==> config.mk <==
export PLATFORM = sky130hd
export DESIGN_NAME = first_fit_block_allocator_top_flat
export DESIGN_NICKNAME = d
export VERILOG_FILES = /design/src/hdl/fba_pkg.sv /design/src/hdl/fba_if.sv /design/src/hdl/fba_table.sv /design/src/hdl/fba_walk.sv /design/src/hdl/first_fit_block_allocator_top.sv /design/src/flat_wrapper.sv
export SDC_FILE = /design/constraint.sdc
export NUM_CORES = 1
export LEC_CHECK = 0
export BUFFER_PORTS_ARGS = -buffer_cell sky130_fd_sc_hd__buf_2
export CAP_MARGIN = 20
export CORE_AREA = 2 2 310 312
export DETAILED_ROUTE_END_ITERATION = 10
export DIE_AREA = 0 0 312 314
export HOLD_SLACK_MARGIN = 0.05
export SETUP_SLACK_MARGIN = 0.15
export SLEW_MARGIN = 25
export SYNTH_ARGS = -nofsm -noshare
export SYNTH_HDL_FRONTEND = slang
export SYNTH_SLANG_ARGS = --single-unit
==> constraint.sdc <==
create_clock -name clock -period 14.97 [get_ports clock]
set_clock_uncertainty 0.05 [all_clocks]
set_input_delay 2.2455 -clock clock [delete_from_list [all_inputs] [get_ports clock]]
set_output_delay 2.2455 -clock clock [all_outputs]
set_load 0.05 [all_outputs]
==> src/hdl/fba_pkg.sv <==
// Shared constants, table entry layout and link types for the first-fit block allocator.
// No dependencies; every other file of the block imports this package.
package fba_pkg;

   localparam int ARENA_BYTES  = 1024;
   localparam int ALIGN_BYTES  = 16;
   localparam int HEADER_BYTES = 16;

   localparam int UNITS        = ARENA_BYTES / ALIGN_BYTES;
   localparam int UNIT_BITS    = $clog2(UNITS);
   localparam int ALIGN_SHIFT  = $clog2(ALIGN_BYTES);
   localparam int HDR_PAD      = ((HEADER_BYTES + ALIGN_BYTES - 1) / ALIGN_BYTES) * ALIGN_BYTES;
   localparam int HDR_UNITS    = HDR_PAD / ALIGN_BYTES;
   localparam int ARENA_USED   = UNITS * ALIGN_BYTES;
   localparam int RESET_SIZE   = (ARENA_USED > HDR_PAD) ? ARENA_USED - HDR_PAD : 0;

   // fixed field widths of the request and response words
   localparam int SIZE_W       = 10;
   localparam int ADDR_W       = SIZE_W + 1;

   localparam logic REQ_ALLOC = 1'b0;
   localparam logic REQ_FREE  = 1'b1;

   typedef enum logic [1:0] {
      STATUS_OK       = 2'd0,
      STATUS_NO_FIT   = 2'd1,
      STATUS_BAD_FREE = 2'd2
   } status_type;

   // one block header: 12 bits
   typedef struct packed {
      logic              valid;
      logic              in_use;
      logic [SIZE_W-1:0] size;
   } entry_type;

   typedef struct packed {
      logic                 rd_en;
      logic [UNIT_BITS-1:0] rd_addr;
      logic                 wr_en;
      logic [UNIT_BITS-1:0] wr_addr;
      entry_type            wr_data;
   } tbl_req_type;

   typedef struct packed {
      status_type        status;
      logic [SIZE_W-1:0] data_offset;
   } res_type;

endpackage

==> src/hdl/fba_if.sv <==
// Handshake channels of the allocator: request word in, response word out.
// Depends on fba_pkg for field widths and the status type.
interface fba_req_if
   import fba_pkg::*;
();
   logic              valid;
   logic              ready;
   logic              req_type;
   logic [SIZE_W-1:0] alloc_size;
   logic [SIZE_W-1:0] free_offset;

   modport source (output valid, output req_type, output alloc_size, output free_offset,
                   input ready);
   modport sink   (input valid, input req_type, input alloc_size, input free_offset,
                   output ready);
endinterface

interface fba_rsp_if
   import fba_pkg::*;
();
   logic              valid;
   logic              ready;
   status_type        status;
   logic [SIZE_W-1:0] data_offset;

   modport source (output valid, output status, output data_offset, input ready);
   modport sink   (input valid, input status, input data_offset, output ready);
endinterface

==> src/hdl/fba_table.sv <==
// Block header table: one synchronous memory entry per arena unit, read data in the cycle after the read.
// Written flags in flops stand in for the reset contents. Depends on fba_pkg.
module fba_table
   import fba_pkg::*;
(
   input  logic        clock,
   input  logic        reset,
   input  tbl_req_type tbl,
   output entry_type   rd_data
);

   entry_type            mem_ff [UNITS];
   entry_type            rd_data_ff;
   logic [UNITS-1:0]     written_ff;
   logic                 rd_hit_ff;
   logic [UNIT_BITS-1:0] rd_addr_ff;
   entry_type            reset_entry;

   always_ff @(posedge clock) begin
      if (tbl.wr_en) begin
         mem_ff[tbl.wr_addr] <= tbl.wr_data;
      end
      if (tbl.rd_en) begin
         rd_data_ff <= mem_ff[tbl.rd_addr];
         rd_addr_ff <= tbl.rd_addr;
      end
   end

   always_ff @(posedge clock) begin
      if (reset) begin
         written_ff <= '0;
         rd_hit_ff  <= 1'b0;
      end else begin
         if (tbl.rd_en) begin
            rd_hit_ff <= written_ff[tbl.rd_addr];
         end
         if (tbl.wr_en) begin
            written_ff[tbl.wr_addr] <= 1'b1;
         end
      end
   end

   // untouched entries read as their reset contents: one free block spanning the arena
   always_comb begin
      reset_entry = '0;
      if (rd_addr_ff == '0) begin
         reset_entry.valid = 1'b1;
         reset_entry.size  = SIZE_W'(RESET_SIZE);
      end
      rd_data = rd_hit_ff ? rd_data_ff : reset_entry;
   end

`ifndef SYNTHESIS
   a_wr_valid_hdr : assert property (@(posedge clock) disable iff (reset)
      tbl.wr_en |-> tbl.wr_data.valid)
      else $error("table write without a valid header");

   a_rd_after_wr : assert property (@(posedge clock) disable iff (reset)
      tbl.wr_en ##1 (tbl.rd_en && tbl.rd_addr == $past(tbl.wr_addr))
      |=> rd_data == $past(tbl.wr_data, 2))
      else $error("table read misses a preceding write");
`endif

endmodule

==> src/hdl/fba_walk.sv <==
// Request sequencer: first-fit walk over the header table, split and free updates.
// Depends on fba_pkg, fba_req_if and the fba_table read/write port.
module fba_walk
   import fba_pkg::*;
(
   input  logic          clock,
   input  logic          reset,
   fba_req_if.sink       req,
   output tbl_req_type   tbl,
   input  entry_type     rd_data,
   output logic          res_valid,
   output res_type       res,
   input  logic          res_ready
);

   typedef enum logic [2:0] {
      ST_IDLE,
      ST_ALLOC,
      ST_FREE,
      ST_SPLIT,
      ST_DONE
   } state_type;

   state_type            state_ff, state_in;
   logic [UNIT_BITS-1:0] u_ff, u_in;
   logic [SIZE_W-1:0]    size_ff, size_in;
   res_type              res_ff, res_in;
   logic [UNIT_BITS-1:0] split_addr_ff, split_addr_in;
   logic [SIZE_W-1:0]    split_size_ff, split_size_in;

   logic [ADDR_W-1:0]    pad_sum;
   logic [ADDR_W-1:0]    pad;
   logic [ADDR_W-1:0]    need;
   logic [ADDR_W-1:0]    data_start;
   logic                 fits;
   logic                 split;
   logic [UNIT_BITS+1:0] nu;
   logic [UNIT_BITS+1:0] nxt;
   logic [SIZE_W-1:0]    hdr_off;
   logic [UNIT_BITS:0]   hdr_unit;
   logic                 bad_off;

   always_comb begin
      // round the request up to whole units, then add a header
      pad_sum    = {1'b0, size_ff} + ADDR_W'(ALIGN_BYTES - 1);
      pad        = {pad_sum[ADDR_W-1:ALIGN_SHIFT], ALIGN_SHIFT'(0)};
      need       = pad + ADDR_W'(HDR_PAD);
      data_start = ADDR_W'({u_ff, ALIGN_SHIFT'(0)}) + ADDR_W'(HDR_PAD);
      fits       = !rd_data.in_use && (rd_data.size >= size_ff)
                   && (data_start < ADDR_W'(ARENA_USED));
      split      = need <= {1'b0, rd_data.size};
      nu         = (UNIT_BITS+2)'(u_ff) + (UNIT_BITS+2)'(need[ADDR_W-1:ALIGN_SHIFT]);
      nxt        = (UNIT_BITS+2)'(u_ff)
                   + (UNIT_BITS+2)'(rd_data.size[SIZE_W-1:ALIGN_SHIFT])
                   + (UNIT_BITS+2)'(HDR_UNITS);

      hdr_off    = req.free_offset - SIZE_W'(HDR_PAD);
      hdr_unit   = (UNIT_BITS+1)'(hdr_off[SIZE_W-1:ALIGN_SHIFT]);
      bad_off    = (req.free_offset < SIZE_W'(HDR_PAD))
                   || (hdr_off[ALIGN_SHIFT-1:0] != '0)
                   || (hdr_unit >= (UNIT_BITS+1)'(UNITS));
   end

   always_comb begin
      state_in      = state_ff;
      u_in          = u_ff;
      size_in       = size_ff;
      res_in        = res_ff;
      split_addr_in = split_addr_ff;
      split_size_in = split_size_ff;
      tbl           = '0;
      req.ready     = (state_ff == ST_IDLE);

      unique case (state_ff)
         ST_IDLE: begin
            if (req.valid) begin
               size_in = req.alloc_size;
               res_in  = '{status: STATUS_OK, data_offset: '0};
               if (req.req_type == REQ_ALLOC) begin
                  tbl.rd_en    = 1'b1;
                  tbl.rd_addr  = '0;
                  u_in         = '0;
                  state_in     = ST_ALLOC;
               end else if (bad_off) begin
                  res_in.status = STATUS_BAD_FREE;
                  state_in      = ST_DONE;
               end else begin
                  tbl.rd_en    = 1'b1;
                  tbl.rd_addr  = hdr_unit[UNIT_BITS-1:0];
                  u_in         = hdr_unit[UNIT_BITS-1:0];
                  state_in     = ST_FREE;
               end
            end
         end
         ST_ALLOC: begin
            if (!rd_data.valid) begin
               res_in.status = STATUS_NO_FIT;
               state_in      = ST_DONE;
            end else if (fits) begin
               tbl.wr_en          = 1'b1;
               tbl.wr_addr        = u_ff;
               tbl.wr_data.valid  = 1'b1;
               tbl.wr_data.in_use = 1'b1;
               tbl.wr_data.size   = split ? pad[SIZE_W-1:0] : rd_data.size;
               res_in.data_offset = data_start[SIZE_W-1:0];
               split_addr_in      = nu[UNIT_BITS-1:0];
               split_size_in      = rd_data.size - need[SIZE_W-1:0];
               // if the block splits and the remainder starts inside the arena, its header goes in on the next cycle
               if (split && nu < (UNIT_BITS+2)'(UNITS)) begin
                  state_in = ST_SPLIT;
               end else begin
                  state_in = ST_DONE;
               end
            end else if (nxt >= (UNIT_BITS+2)'(UNITS)) begin
               res_in.status = STATUS_NO_FIT;
               state_in      = ST_DONE;
            end else begin
               tbl.rd_en   = 1'b1;
               tbl.rd_addr = nxt[UNIT_BITS-1:0];
               u_in        = nxt[UNIT_BITS-1:0];
            end
         end
         ST_SPLIT: begin
            tbl.wr_en          = 1'b1;
            tbl.wr_addr        = split_addr_ff;
            tbl.wr_data.valid  = 1'b1;
            tbl.wr_data.in_use = 1'b0;
            tbl.wr_data.size   = split_size_ff;
            state_in           = ST_DONE;
         end
         ST_FREE: begin
            if (!rd_data.valid) begin
               res_in.status = STATUS_BAD_FREE;
            end else begin
               tbl.wr_en          = 1'b1;
               tbl.wr_addr        = u_ff;
               tbl.wr_data.valid  = 1'b1;
               tbl.wr_data.in_use = 1'b0;
               tbl.wr_data.size   = rd_data.size;
            end
            state_in = ST_DONE;
         end
         ST_DONE: begin
            // hold until the response register takes the word
            if (res_ready) begin
               state_in = ST_IDLE;
            end
         end
         default: begin
            state_in = ST_IDLE;
         end
      endcase

      res_valid = (state_ff == ST_DONE);
      res       = res_ff;
   end

   always_ff @(posedge clock) begin
      if (reset) begin
         state_ff <= ST_IDLE;
      end else begin
         state_ff <= state_in;
      end
      u_ff          <= u_in;
      size_ff       <= size_in;
      res_ff        <= res_in;
      split_addr_ff <= split_addr_in;
      split_size_ff <= split_size_in;
   end

`ifndef SYNTHESIS
   a_no_rd_wr_overlap : assert property (@(posedge clock) disable iff (reset)
      !(tbl.rd_en && tbl.wr_en))
      else $error("table read and write in the same cycle");

   a_split_elsewhere : assert property (@(posedge clock) disable iff (reset)
      (state_ff == ST_SPLIT) |-> (tbl.wr_addr != u_ff))
      else $error("split remainder overwrites the chosen block");
`endif

endmodule

==> src/hdl/first_fit_block_allocator_top.sv <==
// Top level of the first-fit block allocator: sequencer, header table, response register.
// Depends on fba_pkg, fba_if, fba_table and fba_walk.
//
//   channel  dir  handshake     word
//   req      in   valid/ready   req_type, alloc_size, free_offset
//   rsp      out  valid/ready   status, data_offset
//
// Allocate: a first-fit walk that visits up to 64 headers, one table read
// per header; a split adds the remainder header write.
// Free: a rejected offset is answered without a table lookup; otherwise a table lookup and write.
// Reset: the table is usable at once; unwritten entries read as their reset contents.
// A new request word is taken while the previous response word still waits on rsp.
module first_fit_block_allocator_top
   import fba_pkg::*;
(
   input  logic      clock,
   input  logic      reset,
   fba_req_if.sink   req,
   fba_rsp_if.source rsp
);

   tbl_req_type tbl;
   entry_type   rd_data;
   logic        res_valid;
   res_type     res;
   logic        res_ready;
   logic        rsp_valid_ff;
   res_type     rsp_word_ff;

   fba_table u_table (
      .clock   (clock),
      .reset   (reset),
      .tbl     (tbl),
      .rd_data (rd_data)
   );

   fba_walk u_walk (
      .clock     (clock),
      .reset     (reset),
      .req       (req),
      .tbl       (tbl),
      .rd_data   (rd_data),
      .res_valid (res_valid),
      .res       (res),
      .res_ready (res_ready)
   );

   assign res_ready = !rsp_valid_ff || rsp.ready;

   always_ff @(posedge clock) begin
      if (reset) begin
         rsp_valid_ff <= 1'b0;
      end else if (res_ready) begin
         rsp_valid_ff <= res_valid;
      end
      if (res_ready && res_valid) begin
         rsp_word_ff <= res;
      end
   end

   assign rsp.valid       = rsp_valid_ff;
   assign rsp.status      = rsp_word_ff.status;
   assign rsp.data_offset = rsp_word_ff.data_offset;

`ifndef SYNTHESIS
   a_fail_zero_offset : assert property (@(posedge clock) disable iff (reset)
      (rsp.valid && rsp.status != STATUS_OK) |-> (rsp.data_offset == '0))
      else $error("failure response carries a nonzero offset");
`endif

endmodule
==> src/flat_wrapper.sv <==
// flat-port wrapper written by rule: the top's interface ports become plain ports
module first_fit_block_allocator_top_flat import fba_pkg::*;
  (clock, reset, req_valid, req_req_type, req_alloc_size, req_free_offset, req_ready, rsp_valid, rsp_status, rsp_data_offset, rsp_ready);
  fba_req_if req_i ();
  fba_rsp_if rsp_i ();
  input  logic clock;
  input  logic reset;
  input wire logic [$bits(req_i.valid)-1:0] req_valid;
  input wire logic [$bits(req_i.req_type)-1:0] req_req_type;
  input wire logic [$bits(req_i.alloc_size)-1:0] req_alloc_size;
  input wire logic [$bits(req_i.free_offset)-1:0] req_free_offset;
  output wire logic [$bits(req_i.ready)-1:0] req_ready;
  output wire logic [$bits(rsp_i.valid)-1:0] rsp_valid;
  output wire logic [$bits(rsp_i.status)-1:0] rsp_status;
  output wire logic [$bits(rsp_i.data_offset)-1:0] rsp_data_offset;
  input wire logic [$bits(rsp_i.ready)-1:0] rsp_ready;
  assign req_i.valid = req_valid;
  assign req_i.req_type = req_req_type;
  assign req_i.alloc_size = req_alloc_size;
  assign req_i.free_offset = req_free_offset;
  assign req_ready = req_i.ready;
  assign rsp_valid = rsp_i.valid;
  assign rsp_status = rsp_i.status;
  assign rsp_data_offset = rsp_i.data_offset;
  assign rsp_i.ready = rsp_ready;
  first_fit_block_allocator_top u_core (.clock(clock), .reset(reset), .req(req_i), .rsp(rsp_i));
endmodule
# ---- After elaboration in Yosys (flattened, before gate mapping)
# Memories as Yosys holds them, arrays and structs flattened. A register that Yosys moved wholly into a read port is not among the register bits.
# Index checks and enable logic that the tools add are counted.
dict set report totals {
  n_memories 1
  mem_bits_ro 0
  wordCells 115
  register_bits 131
  out_inout_bits 14
  latchBits 0
  in_bits 25
  mem_bits_rw 768
}
dict set report op_classes {
  n_bitwise 1
  n_reduce_logical 21
  shifts 0
  muxes 47
  n_addsub 8
  eq_ne 15
  multipliers 0
  order_cmp 9
  n_div 0
}
# memory words width read_ports rd_ports_with_merged_regs write_ports line_no
set memory_table {}
lappend memory_table {u_core.u_table.mem_ff 64 12 1 1 1 fba_table.sv:12} ;# entry_type mem_ff [UNITS];
# op n
set ops {}
lappend ops {{$or A64 B64 Y64} 1}
lappend ops {{$pmux W19 S3} 1}
lappend ops {{$mux W10} 4}
lappend ops {{$mux W19} 2}
lappend ops {{$mux W6} 6}
lappend ops {{$mux W7} 5}
lappend ops {{$mux W26} 1}
lappend ops {{$mux W12} 2}
lappend ops {{$mux W3} 8}
lappend ops {{$pmux W10 S2} 1}
lappend ops {{$lt A6 B7 Y1 const B} 2}
lappend ops {{$ne A2 B2 Y1 const B} 7}
lappend ops {{$pmux W7 S2} 1}
lappend ops {{$mux W2} 6}
lappend ops {{$pmux W3 S4} 1}
lappend ops {{$pmux W6 S2} 1}
lappend ops {{$add A10 B4 Y11 const B} 1}
lappend ops {{$add A10 B5 Y11 const B} 1}
lappend ops {{$add A11 B5 Y11 const B} 1}
lappend ops {{$le A11 B10 Y1} 1}
lappend ops {{$lt A11 B11 Y1 const B} 1}
lappend ops {{$ge A10 B10 Y1} 1}
lappend ops {{$lt A10 B5 Y1 const B} 1}
lappend ops {{$sub A10 B10 Y10} 1}
lappend ops {{30 further kinds} 44}

# ---- Logic depth before layout (Yosys ltp)
dict set report depth {
  ltp_word 15
  depth_mapped 22
  depth_no_buf 18
}

# ---- Hierarchy
# From an unflattened synthesis, not the netlist that was laid out.
dict set report hier_totals {
  cells_unflattened 1857
  area_unflattened_um2 36363.6
}
# module cells_per_inst area_per_inst_um2 n_inst seq_area_each_um2
set by_module_without_submodules {}
lappend by_module_without_submodules {fba_table 1491 32501.2 1 24903.9}
lappend by_module_without_submodules {fba_walk 349 3447.1 1 1261.2}
lappend by_module_without_submodules {first_fit_block_allocator_top 17 415.4 1 380.4}

# ---- Least setup slack after synthesis
# OpenSTA, ideal clock, no wires.
dict set report synth_timing {
  path_type {flip-flop to flip-flop}
  start {reg u_core.u_walk.size_ff[3]}
  end {mem u_core.u_table.mem_ff[0][0] (netlist bit), data pin}
  n_path_buf 0
  arrival_time_ns 5.886
  t_required_ns 14.218
  slack_ns 8.332
  synth_period_minus_slack_ns 6.638
  setup_time_ns 0.702
  path_stages_with_launch 15
  path_cell_list {edfxtp_1 -> nor4_1 -> nor2_1 -> xnor2_1 -> ha_1 -> maj3_1 -> nand2_1 -> xnor2_1 -> ha_1 -> nand3_1 -> or3_1 -> nand2_1 -> o211ai_1 -> a21oi_1 -> o21ai_0}
}
# item line_no
set synth_lines {}
lappend synth_lines {{start: declaration} fba_walk.sv:26} ;# logic [SIZE_W-1:0] size_ff, size_in;
lappend synth_lines {{start signal: assignment} fba_walk.sv:165} ;# size_ff <= size_in;
lappend synth_lines {{end: declaration} fba_table.sv:12}

# ---- Final worst setup path
dict set report layout_timing {
  start {reg u_core.u_table.rd_hit_ff}
  end {reg u_core.u_table.rd_data_ff[0] (netlist name)}
}
dict set report layout_via {
  elab_chain_len 8
  word_cells_on_any_way 12
  classes_between {2 x add/sub; 2 x order compare; 5 x mux; 3 x reduce/logical}
}
# item line_no
set layout_rtl {}
lappend layout_rtl {{start: declaration} fba_table.sv:15} ;# logic rd_hit_ff;
lappend layout_rtl {{start signal: assignment} fba_table.sv:35} ;# rd_hit_ff <= written_ff[tbl.rd_addr];
lappend layout_rtl {{$mux W12 (*)} fba_table.sv:50} ;# rd_data = rd_hit_ff ? rd_data_ff : reset_entry;
lappend layout_rtl {{$add A6 B6 Y7} fba_walk.sv:54} ;# + (UNIT_BITS+2)'(rd_data.size[SIZE_W-1:ALIGN_SHIFT])
lappend layout_rtl {{$add A7 B1 Y8} fba_walk.sv:55} ;# + (UNIT_BITS+2)'(HDR_UNITS);
lappend layout_rtl {{$ge A8 B7 Y1} fba_walk.sv:114} ;# end else if (nxt >= (UNIT_BITS+2)'(UNITS)) begin
lappend layout_rtl {{$mux W7} fba_walk.sv:114}
lappend layout_rtl {{$mux W7} fba_walk.sv:99} ;# end else if (fits) begin
lappend layout_rtl {{$mux W26 (*)} fba_walk.sv:96} ;# if (!rd_data.valid) begin
lappend layout_rtl {{$pmux W7 S2 (*)} fba_walk.sv:74} ;# unique case (state_ff)
# Every way passes the cells marked *; elsewhere a longest branch is shown, timed or not.
# A chain may end at the register's enable or synchronous reset.

==> metrics.md <==
| Metric | Value |
|---|---|
| Layout area overhead | 12.6% |
| Final hold slack | 0.370 ns |
| Final ANT Viol Nets | 0 |
| Die height | 314 um |
| Synth Flop Type | edfxtp_1 |
| Root Driver | clkbuf_16 |
| Worst Hold Class | flop to flop |
| GP Congestion | 0.843 |
| I/O pin count | 39 |
| Cts hold-fix bufs | 0 |
| R2r setup slk | 8.06 ns |
| Rel. slew slack | 0.321 |
| Die X | 312 um |
| Fillers | 8561 |
| Final TNS setup | 0 ns |
| RR Startpoint | u_core.u_table.rd_hit_ff$_SDFFE_PP0P_ |
| RSZ-0062 raised after global routing | no |
| VDD IR max | 0.0825 mV |
| Post-CTS setup buffer count | 0 |
| Leakage power | 15.3 nW |
| Initial antenna violation count | 3 |
| Required time of the critical path | 15.35 ns |
| Core area | 94400 sq um |
| H-Tree Depth | 3 |
| Max_cap viols | 0 |
| WL per Instance | 23.9 um |
| Vias in the first global route | 23100 |
| Clk pin slew, worst setup/hold paths | 0.06 ns |
| Asr flop ratio synth | 0 |
| CTS tree | built |
| Worst EP arrival | 7.29 ns |
| Number of buffers added on ports | 34 |
| Global route total overflow | 0 |
| Crit-path max FO | 69 |
| DR iter-0 viols | 3067 |
| Vias per cell | 5.56 |
| Final Slew Violations | 0 |
| Synth warn | 0 |
| Nets | 3150 |
| Worst setup SP type | flop |
| Post-synthesis sequential area ratio | 0.704 |
| Outcome | finished, final reports clean |
| Pwr per Cell Area | 123 nW/um^2 |
| Worst hold start | u_core.u_walk.res[8]$_SDFFCE_PN0P_ |
| Cts bufs inserted | 95 |
| Hold Violations, Final | 0 |
| Largest net degree at the start of global routing | 145 |
| Slew @ Worst Pin | 1.02 ns |
| Period utilization | 0.462 |
| Synth Register Bits | 903 |
| Hold depth | 0 |
| Clk_lat worst skew | 0.67 ns |
| R2r endpoint | u_core.u_table.rd_data_ff[0]$_DFFE_PP_ |
| Final min period | 6.91 ns |
| DRC | 0 |
| Inst Count DP | 4254 |
| Layout Cells excl Fill | 4429 |
| CTS max path bufs | 3 |
| Final Setup Violations | 0 |
| Layout cell share with drive strength beyond 1 | 0.0980 |
| Distinct cells, synth | 72 |
| Sink Count | 903 |
| Site Rows | 113 |
| Critical Path End Type | flop |
| Global-route wire length before repair | 155000 um |
| Fmax | 145 MHz |
| Post-Synthesis Cells | 3046 |
| DRT Pass-1 Iters | 5 |
| Via count | 24600 |
| WHS Endpoint | u_core.rsp.data_offset[8]$_DFFE_PP_ |
| GRT Overall Usage | 0.212 |
| Starting density of the core | 0.397 |
| Post_cts resized | 0 |
| Number of flops mapped to enable cells by yosys | 834 |
| Antenna cells | 0 |
| Crit Path Class | flop to flop |
| Total wire length | 106000 um |
| Cell Area, Synth | 37500 sq um |
| Post-DP HPWL | 61300 um |
| Full die area | 98000 sq um |
| Worst reg2reg path depth | 17 |
| Avg Inst Size Synth | 12.3 sq um |
==> where the power goes <==
group / internal [mW] / switching, mW
Sequential: 2.73 / 0.00955
Clock: 1.31 / 0.987
Combinational: 0.0461 / 0.0925
Total: 4.09 / 1.09
==> metal layers <==
| layer | share of wire | wire (um) | up-vias | GRT usage |
|---|---|---|---|---|
| met4 | 0.039 | 4160 | 0 | 0.0882 |
| met1 | 0.43 | 45300 | 12300 | 0.300 |
| li1 | - | - | 11100 | - |
| met2 | 0.45 | 47800 | 1026 | 0.323 |
| met5 | 0 | 0 | - | 0 |
| met3 | 0.081 | 8600 | 167 | 0.0377 |
==> sequential cells by signal, summed over array words and instances (netlist names) <==
signal and count:
u_core.u_table.mem_ff 768, u_core.u_table.written_ff 64, u_core.u_table.rd_data_ff 12, u_core.u_walk.size_ff 10, u_core.u_walk.split_size_ff 10, u_core.u_walk.res 8
u_core.rsp.data_offset 6, u_core.u_table.rd_addr_ff 6, u_core.u_walk.split_addr_ff 6, u_core.u_walk.u_ff 6, u_core.u_walk.state_ff 3, u_core.rsp.status 2
u_core.rsp.valid 1, u_core.u_table.rd_hit_ff 1
==> through the flow <==
| step | total power [mW] | util | instance area, sq um | setup WS [ns] |
|---|---|---|---|---|
| 4_1_cts | 5.21 | 0.448 | 42300 | 8.12 |
| 3_5_place_dp | 2.93 | 0.416 | 39300 | 7.68 |
| 3_3_place_gp | 2.93 | 0.416 | 39300 | 7.72 |
| 2_1_floorplan | 2.88 | - | 37500 | 8.33 |
| 5_1_grt | 5.32 | 0.448 | 42300 | 7.72 |
| 6_report | 5.18 | 0.448 | 42300 | 8.06 |
==> cell type report <==
type,count,area (sq um),area share
Clock buffer,135,2630,0.0622
Sequential cell,903,26400,0.625
Multi-Input combinational cell,1901,10200,0.241
Clock inverter,40,370,0.00876
Tap cell,1265,1580,0.0374
Timing Repair Buffer,121,823,0.0195
Inverter,64,255,0.00604
==> worst max-delay path: stages (launching register included) <==
cell and delay (ns):
dfxtp_1 0.65, nor3_2 0.13, and2_1 0.21, a21oi_1 0.33
inv_1 0.15, ha_1 0.33, nand4_1 0.11, o41a_1 0.45
a21o_1 0.50, a21oi_4 0.37, buf_4 0.75, buf_4 0.76
buf_4 0.67, mux2i_1 0.26, a22oi_1 0.10, a22oi_1 0.24
nand4_1 0.26, and4_1 0.27
==> cells in the mapped netlist, types with 10 or more instances <==
library cell    n  area, sq um
edfxtp_1      834        25000
nand2_1       704         2640
nand3_1       286         1430
nor2_1        194          728
a21oi_1       190          951
clkbuf_1       86          323
mux2i_1        77          771
dfxtp_1        69         1380
buf_2          65          325
inv_1          60          225
a22oi_1        59          443
a31oi_1        48          300
a211oi_1       47          353
nand4_1        47          294
ha_1           36          450
o21ai_0        24          120
buf_4          19          143
xnor2_1        19          166
nand2b_1       14         87.6
and2_1         11         68.8
and4_1         10         87.6
==> worst max path at each step <==
stage / start / endpoint / slack, ns / depth (start not counted)
floorplan: u_core.u_walk.size_ff[3]$_DFFE_PP_ / u_core.u_table.mem_ff[0][0]$_DFFE_PP_ / 8.33 / 14
global placement: req_free_offset[7] / u_core.u_table.rd_data_ff[0]$_DFFE_PP_ / 7.72 / 14
detailed placement: req_free_offset[7] / u_core.u_table.rd_data_ff[0]$_DFFE_PP_ / 7.68 / 14
CTS: u_core.u_table.rd_hit_ff$_SDFFE_PP0P_ / u_core.u_table.rd_data_ff[0]$_DFFE_PP_ / 8.12 / 17
global route: u_core.u_table.rd_hit_ff$_SDFFE_PP0P_ / u_core.u_table.rd_data_ff[0]$_DFFE_PP_ / 7.72 / 17
finish: u_core.u_table.rd_hit_ff$_SDFFE_PP0P_ / u_core.u_table.rd_data_ff[0]$_DFFE_PP_ / 8.06 / 17
==> cells by family after synthesis <==
family / count (synthesis) / synth area share
DFF: 903 / 0.704
muxes: 77 / 0.0205
adders and majority gates: 40 / 0.0139
xor gates and xnor gates: 28 / 0.00653
buffers and inverters: 245 / 0.0296
AOI/OAI and AO/OA: 438 / 0.0741
and+or+nand+nor: 1314 / 0.151
other: 1 / 0.0000999
==> cell usage in the layout (no fill, tap or decap), types with 7 or more instances in the layout <==
cell and count:
nor2_1 176, a32oi_1 8, a21o_1 9, a21oi_1 190
dfxtp_1 69, clkinv_2 11, clkbuf_16 96, nand2b_1 14
nand2_1 704, nor2_2 17, nand3_1 286, a31oi_1 48
clkbuf_1 31, buf_2 34, clkinv_1 15, buf_4 87
and3_1 7, o21ba_2 7, inv_1 59, a22oi_1 59
xor2_1 9, o21ai_0 17, and4_1 10, nand4_1 47
edfxtp_1 834, a211oi_1 47, mux2i_1 77, clkbuf_8 8
and2_1 11, ha_1 36, xnor2_1 19
Note: power is estimated with default switching activity, not from simulation.
